`config.mk`:
```
export PLATFORM = sky130hd
export DESIGN_NAME = greedy_word_wrap_line_finder
export DESIGN_NICKNAME = d
export VERILOG_FILES = /design/src/design/glw_pkg.sv /design/src/design/glw_scan.sv /design/src/design/greedy_word_wrap_line_finder.sv
export SDC_FILE = /design/constraint.sdc
export NUM_CORES = 1
export LEC_CHECK = 0
export BUFFER_PORTS_ARGS = -buffer_cell sky130_fd_sc_hd__clkbuf_2
export CORE_MARGIN = 3
export CORE_UTILIZATION = 67
export DETAILED_ROUTE_END_ITERATION = 8
export GPL_ROUTABILITY_DRIVEN = 0
export GPL_TIMING_DRIVEN = 0
export PLACE_DENSITY = 0.91
export SLEW_MARGIN = 15
export SYNTH_ARGS = -nofsm -noshare
export SYNTH_HDL_FRONTEND = slang
export SYNTH_SLANG_ARGS = --single-unit
export TNS_END_PERCENT = 1
```
`constraint.sdc`:
```
create_clock -name clk -period 22.2 [get_ports clk]
set_input_delay 1.11 -clock clk [delete_from_list [all_inputs] [get_ports clk]]
set_output_delay 1.11 -clock clk [all_outputs]
set_load 0.02 [all_outputs]
```
`src/design/glw_pkg.sv`:
```
package glw_pkg;

    localparam logic [7:0] CHAR_END     = 8'd0;
    localparam logic [7:0] CHAR_NEWLINE = 8'd10;
    localparam logic [7:0] CHAR_SPACE   = 8'd32;

    localparam logic [7:0] CNT_MAX = 8'd255;
    localparam logic [9:0] PIX_MAX = 10'd1023;

    // Configuration register indexes.
    localparam logic REG_BOX_WIDTH     = 1'b0;
    localparam logic REG_GLYPH_ADVANCE = 1'b1;

    localparam logic [7:0] BOX_WIDTH_RESET     = 8'd128;
    localparam logic [3:0] GLYPH_ADVANCE_RESET = 4'd6;

    typedef struct packed {
        logic [7:0] box_width;
        logic [3:0] glyph_advance;
    } cfg_t;

    typedef struct packed {
        logic [7:0] line_length;
        logic [7:0] skipped_spaces;
        logic       text_done;
    } result_t;

endpackage

```
`src/design/glw_scan.sv`:
```
module glw_scan (
    input  logic              clk,
    input  logic              rst_n,
    input  logic              step,
    input  logic [7:0]        char_code,
    input  logic              line_start,
    input  glw_pkg::cfg_t     cfg,
    output logic              has_result,
    output glw_pkg::result_t  result
);

    logic [7:0] chars_reg, chars_next;
    logic [9:0] pixels_reg, pixels_next;
    logic [7:0] gap_reg, gap_next;
    logic [7:0] break_reg, break_next;
    logic [7:0] leading_reg, leading_next;
    logic       done_reg, done_next;

    logic [7:0]  chars_cur, gap_cur, break_cur, leading_cur;
    logic [9:0]  pixels_cur;
    logic        done_cur;
    logic [8:0]  gap_plus;
    logic [9:0]  chars_sum;
    logic [7:0]  chars_new;
    logic [12:0] gap_pixels;
    logic [13:0] pix_sum;
    logic [9:0]  pix_new;
    logic [9:0]  box_limit;

    always_comb
    begin
        // A start clears the scan state before this character is looked at.
        chars_cur   = line_start ? 8'd0 : chars_reg;
        pixels_cur  = line_start ? 10'd0 : pixels_reg;
        gap_cur     = line_start ? 8'd0 : gap_reg;
        break_cur   = line_start ? 8'd0 : break_reg;
        leading_cur = line_start ? 8'd0 : leading_reg;
        done_cur    = line_start ? 1'b0 : done_reg;

        gap_plus   = {1'b0, gap_cur} + 9'd1;
        chars_sum  = {2'b00, chars_cur} + {1'b0, gap_plus};
        chars_new  = (chars_sum > {2'b00, glw_pkg::CNT_MAX}) ? glw_pkg::CNT_MAX
                                                            : chars_sum[7:0];
        gap_pixels = gap_plus * cfg.glyph_advance;
        pix_sum    = {4'd0, pixels_cur} + {1'b0, gap_pixels};
        pix_new    = (pix_sum > {4'd0, glw_pkg::PIX_MAX}) ? glw_pkg::PIX_MAX
                                                          : pix_sum[9:0];
        box_limit  = {2'b00, cfg.box_width} + 10'd1;

        chars_next   = chars_cur;
        pixels_next  = pixels_cur;
        gap_next     = gap_cur;
        break_next   = break_cur;
        leading_next = leading_cur;
        done_next    = done_cur;

        has_result            = 1'b0;
        result.line_length    = chars_cur;
        result.skipped_spaces = leading_cur;
        result.text_done      = 1'b0;

        if (!done_cur)
        begin
            if (char_code == glw_pkg::CHAR_END)
            begin
                has_result       = 1'b1;
                result.text_done = 1'b1;
                done_next        = 1'b1;
            end
            else if (char_code == glw_pkg::CHAR_NEWLINE)
            begin
                // The newline itself counts as one character of the line.
                has_result         = 1'b1;
                result.line_length = (chars_cur == glw_pkg::CNT_MAX) ? glw_pkg::CNT_MAX
                                                                     : chars_cur + 8'd1;
                done_next          = 1'b1;
            end
            else if (char_code <= glw_pkg::CHAR_SPACE)
            begin
                if (chars_cur == 8'd0)
                begin
                    if (leading_cur != glw_pkg::CNT_MAX)
                    begin
                        leading_next = leading_cur + 8'd1;
                    end
                end
                else
                begin
                    if (gap_cur == 8'd0)
                    begin
                        break_next = chars_cur;
                    end
                    if (gap_cur != glw_pkg::CNT_MAX)
                    begin
                        gap_next = gap_cur + 8'd1;
                    end
                end
            end
            else
            begin
                // A visible character pulls in the pending gap ahead of it.
                chars_next  = chars_new;
                pixels_next = pix_new;
                gap_next    = 8'd0;
                if (pix_new > box_limit)
                begin
                    has_result = 1'b1;
                    done_next  = 1'b1;
                    // Without a space to break at, the word is split before its
                    // last character.
                    result.line_length = (break_cur != 8'd0) ? break_cur
                                                             : chars_new - 8'd1;
                end
            end
        end
    end

    always_ff @(posedge clk or negedge rst_n)
    begin
        if (!rst_n)
        begin
            chars_reg   <= 8'd0;
            pixels_reg  <= 10'd0;
            gap_reg     <= 8'd0;
            break_reg   <= 8'd0;
            leading_reg <= 8'd0;
            done_reg    <= 1'b1;
        end
        else if (step)
        begin
            chars_reg   <= chars_next;
            pixels_reg  <= pixels_next;
            gap_reg     <= gap_next;
            break_reg   <= break_next;
            leading_reg <= leading_next;
            done_reg    <= done_next;
        end
    end

endmodule

```
`src/design/greedy_word_wrap_line_finder.sv`:
```
// Greedy word-wrap line finder: unless stalled, text enters one character item
// per clock and, once a line ends (zero byte, newline or box width overflowed),
// one result item gives the line length, the leading spaces skipped and an
// end-of-text flag. It sustains one character per cycle while the receiver does
// not stall; a character passes an input register and the scan logic, and its
// result enters the output register when the character is scanned. The output
// register holds a result while the receiver stalls; then the input register
// takes one more character and the input stalls until the result leaves.
module greedy_word_wrap_line_finder (
    input  logic       clk,
    input  logic       rst_n,

    input  logic       cfg_we,
    input  logic       cfg_index,
    input  logic [7:0] cfg_data,

    input  logic       char_valid,
    output logic       char_stall,
    input  logic [7:0] char_code,
    input  logic       line_start,

    output logic       line_valid,
    input  logic       line_stall,
    output logic [7:0] line_length,
    output logic [7:0] skipped_spaces,
    output logic       text_done
);

    glw_pkg::cfg_t    cfg_reg;
    logic             in_valid_reg;
    logic [7:0]       in_code_reg;
    logic             in_start_reg;
    logic             out_valid_reg;
    glw_pkg::result_t out_reg;

    logic             step;
    logic             has_result;
    glw_pkg::result_t result;

    always_ff @(posedge clk or negedge rst_n)
    begin
        if (!rst_n)
        begin
            cfg_reg.box_width     <= glw_pkg::BOX_WIDTH_RESET;
            cfg_reg.glyph_advance <= glw_pkg::GLYPH_ADVANCE_RESET;
        end
        else if (cfg_we)
        begin
            unique case (cfg_index)
                glw_pkg::REG_BOX_WIDTH:     cfg_reg.box_width     <= cfg_data;
                glw_pkg::REG_GLYPH_ADVANCE: cfg_reg.glyph_advance <= cfg_data[3:0];
                default: ;
            endcase
        end
    end

    // The held item is scanned once the output register can take its result.
    assign step       = in_valid_reg && (!out_valid_reg || !line_stall);
    assign char_stall = in_valid_reg && !step;

    always_ff @(posedge clk or negedge rst_n)
    begin
        if (!rst_n)
        begin
            in_valid_reg <= 1'b0;
        end
        else if (!char_stall)
        begin
            in_valid_reg <= char_valid;
        end
    end

    always_ff @(posedge clk)
    begin
        if (char_valid && !char_stall)
        begin
            in_code_reg  <= char_code;
            in_start_reg <= line_start;
        end
    end

    glw_scan u_scan (
        .clk        (clk),
        .rst_n      (rst_n),
        .step       (step),
        .char_code  (in_code_reg),
        .line_start (in_start_reg),
        .cfg        (cfg_reg),
        .has_result (has_result),
        .result     (result)
    );

    always_ff @(posedge clk or negedge rst_n)
    begin
        if (!rst_n)
        begin
            out_valid_reg <= 1'b0;
        end
        else if (step && has_result)
        begin
            out_valid_reg <= 1'b1;
        end
        else if (!line_stall)
        begin
            out_valid_reg <= 1'b0;
        end
    end

    always_ff @(posedge clk)
    begin
        if (step && has_result)
        begin
            out_reg <= result;
        end
    end

    assign line_valid     = out_valid_reg;
    assign line_length    = out_reg.line_length;
    assign skipped_spaces = out_reg.skipped_spaces;
    assign text_done      = out_reg.text_done;

endmodule
```
==> results.tsv <==
metric	value	unit
outcome	complete, but fails checks	
failing checks	design-rule violations	
Pins Over Slew Limit	0	
CTS Sinks	83	
sequential fraction of the synthesis area	0.336	
R2R Path End	line_length[5]	
share of cells above drive strength 1	0.126	
CP max stage cell	edfxtp_1	
#FFs+latches synth	83	
Worst-Margin Slew	846	ps
Syn Inst Count	709	
Clock transition at path regs	90	ps
area leader, netlist	dfrtp_1	
Post-Syn Area	0.00658	sq mm
H-tree levels	3	
Worst-Skew Late Latency	390	ps
core region area	0.00942	sq mm
Clk network pwr share	0.241	
post-CTS setup buffers	0	
Worst Hold Margin	502	ps
hold path depth	2	
startpoint types	flip-flop	
final count of hold timing violations	0	
WP data required	22400	ps
CP Class	flip-flop to flip-flop	
routed wire length	16900	um
total grt overflow	0	
top area cells in the synthesized netlist	dfrtp_1, edfxtp_1, ha_1, fa_1, nand2_1	
diode count	0	
post-placement cell count	881	
number of global-route vias before repair	5826	
maximum vdd ir drop	0.0500	mV
Post-synth ARST share	0.687	
initial DRC count	552	
gr usage total	0.316	
max reg flops	12	
worst r2r src	in_start_reg	
drt drc	1	
Setup Viol. Count Final	0	
DR WL/cell	18.8	um
Synthesis Warnings	0	
Post-synth EDFFs	26	
Post-Route Setup TNS	0	ps
Max Cap Viol	0	
RSZ-0062 raised after global routing	no	
R2R depth	26	
P_leak	3.32	nW
Rows	35	
hold buffers post-CTS	0	
net switching power	0.000234	W
switching share of power	0.397	
maximum buffer depth of the clock tree	2	
largest net degree at the start of global routing	30	
Num CTS Buffers	9	
Initial Util	0.699	
Worst Setup End Kind	flip-flop	
Final nets	856	
Mapped Nets	802	
DIE WIDTH	105	um
IO Port Bufs	41	
Tightest Hold Check Type	flip-flop to flip-flop	
I/O pins	42	
PwrDens	81.3	mW/mm^2
Worst path depth	26	
Worst Hold End	u_scan.pixels_reg[1]	
Top delay family on crit path	adder cells	
Finished Layout Cells	897	
Synth Area per Inst	9.28	sq um
initial antenna violation count	0	
area grow syn2layout	9.96	%
global-route wire length before repair	28000	um
Root Driver	clkbuf_8	
Cell Int Power	0.000355	W
CTS resizes	0	
WP data arrival	9140	ps
power share of the combinational group	0.396	
Yosys cell types	75	
Antenna Nets Post-Route	0	
area share of the largest cell type after synthesis	0.201	
Vias	5861	
drt via density	6.53	
Detailed Routing Iterations Pass 1	7	
Total Die Area	0.0111	sq mm
Sequential Power Share	0.363	
Slew headroom	0.435	
Buf/Inv on CP	5	
Crit Path Max Fanout	10	
worst hold start	u_scan.pixels_reg[1]	
CTS tree	yes	
CP max stage delay	570	ps
die height	105	um
Setup Skew	20.7	ps
f_max	112	MHz
final period demand of the worst path	8940	ps
Period Utilization, post-route	0.403	
DP HPWL	12600	um
R2R setup slack	13260	ps
Primary FF master, synth	dfrtp_1	
tightest hold or removal path, stage by stage, from the launching register on:
cell and delay, ps:
dfrtp_1 350, nand3_1 60, o21ai_0 60
layout by cell type, fill, tap and decap left out, types with 5 or more instances in the layout:
cell type,count
o21a_1,15
xor2_1,18
nand3_1,22
o21ai_0,45
o31ai_1,5
a21o_1,7
a22o_1,14
o2bb2ai_1,5
fa_1,24
nor4_1,8
inv_1,55
ha_1,46
xnor2_1,16
dfrtp_1,53
nand2_1,63
nor2b_1,27
clkbuf_2,40
nand4_1,8
clkbuf_1,10
clkbuf_8,9
and2_1,37
nand2b_1,18
edfxtp_1,26
a21oi_1,27
nor2_1,44
mux2_2,10
nor3_1,11
a22oi_1,6
o211ai_1,5
a211oi_1,5
o22ai_1,7
cell usage after synthesis, drive strengths merged (5+ instances only):
cell     instances
nor3            11
a22o            14
o211ai           5
o21a            15
mux2            10
ha              46
a22oi            7
clkbuf          10
o22ai            7
o21ai           48
inv             55
and2            38
o2bb2ai          5
buf              6
nand3           23
nand4            8
nand2           64
dfrtp           53
a21oi           28
a21o             7
xnor2           16
nor4             8
nor2            45
o31ai            6
edfxtp          26
xor2            18
nand2b          18
a211oi           6
fa              24
nor2b           27
per-stage QoR:
step	area [sq um]	setup slack [ps]	total power (W)	utilization
after floorplan	6580	15100	0.000372	-
after global placement	6950	13070	0.000424	0.738
after detailed placement	6990	13510	0.000438	0.742
after CTS	7240	13480	0.000579	0.769
after global routing	7240	13000	0.000618	0.769
final	7240	13260	0.000588	0.769
cell families after synthesis:
| kind of cell | after synthesis | synth area share |
|---|---|---|
| XOR/XNOR | 34 | 0.0452 |
| buffers and inverters | 71 | 0.0418 |
| flip-flops | 83 | 0.336 |
| multiplexers | 14 | 0.0232 |
| AND/OR/NAND/NOR | 266 | 0.216 |
| adder cells (fa/ha/maj) | 70 | 0.160 |
| AO/OA/AOI/OAI | 171 | 0.178 |
power groups by stage:
stage               combinational [W]  clock [W]  sequential, W
floorplan                    0.000162          0       0.000210
global placement             0.000211          0       0.000213
detailed placement           0.000224          0       0.000214
CTS                          0.000227   0.000140       0.000212
global route                 0.000254   0.000147       0.000217
finish                       0.000233   0.000142       0.000214
cell type report:
| class | instances | area [sq um] |
|---|---|---|
| Timing Repair Buffer | 43 | 239 |
| Clock inverter | 7 | 128 |
| Fill cell | 640 | 2180 |
| Clock buffer | 9 | 124 |
| Multi-Input combinational cell | 555 | 4100 |
| Buffer | 16 | 68.8 |
| Inverter | 55 | 206 |
| Tap cell | 129 | 161 |
| Sequential cell | 83 | 2210 |
routing by layer:
| layer | GRT usage | up-vias | routed length, um |
|---|---|---|---|
| met1 | 0.391 | 2784 | 6320 |
| met4 | 0.127 | 0 | 637 |
| met3 | 0.0630 | 79 | 1590 |
| met5 | 0 | - | 0 |
| met2 | 0.542 | 382 | 8350 |
| li1 | - | 2616 | - |
worst max-delay path by stage:
stage / to / startpoint
6_report: line_length[5] / in_start_reg
5_1_grt: line_length[4] / in_start_reg
4_1_cts: line_length[4] / in_start_reg
3_5_place_dp: line_length[0] / in_start_reg
3_3_place_gp: line_length[0] / in_start_reg
2_1_floorplan: line_length[0] / in_start_reg
(Power assumes the default switching activity.)
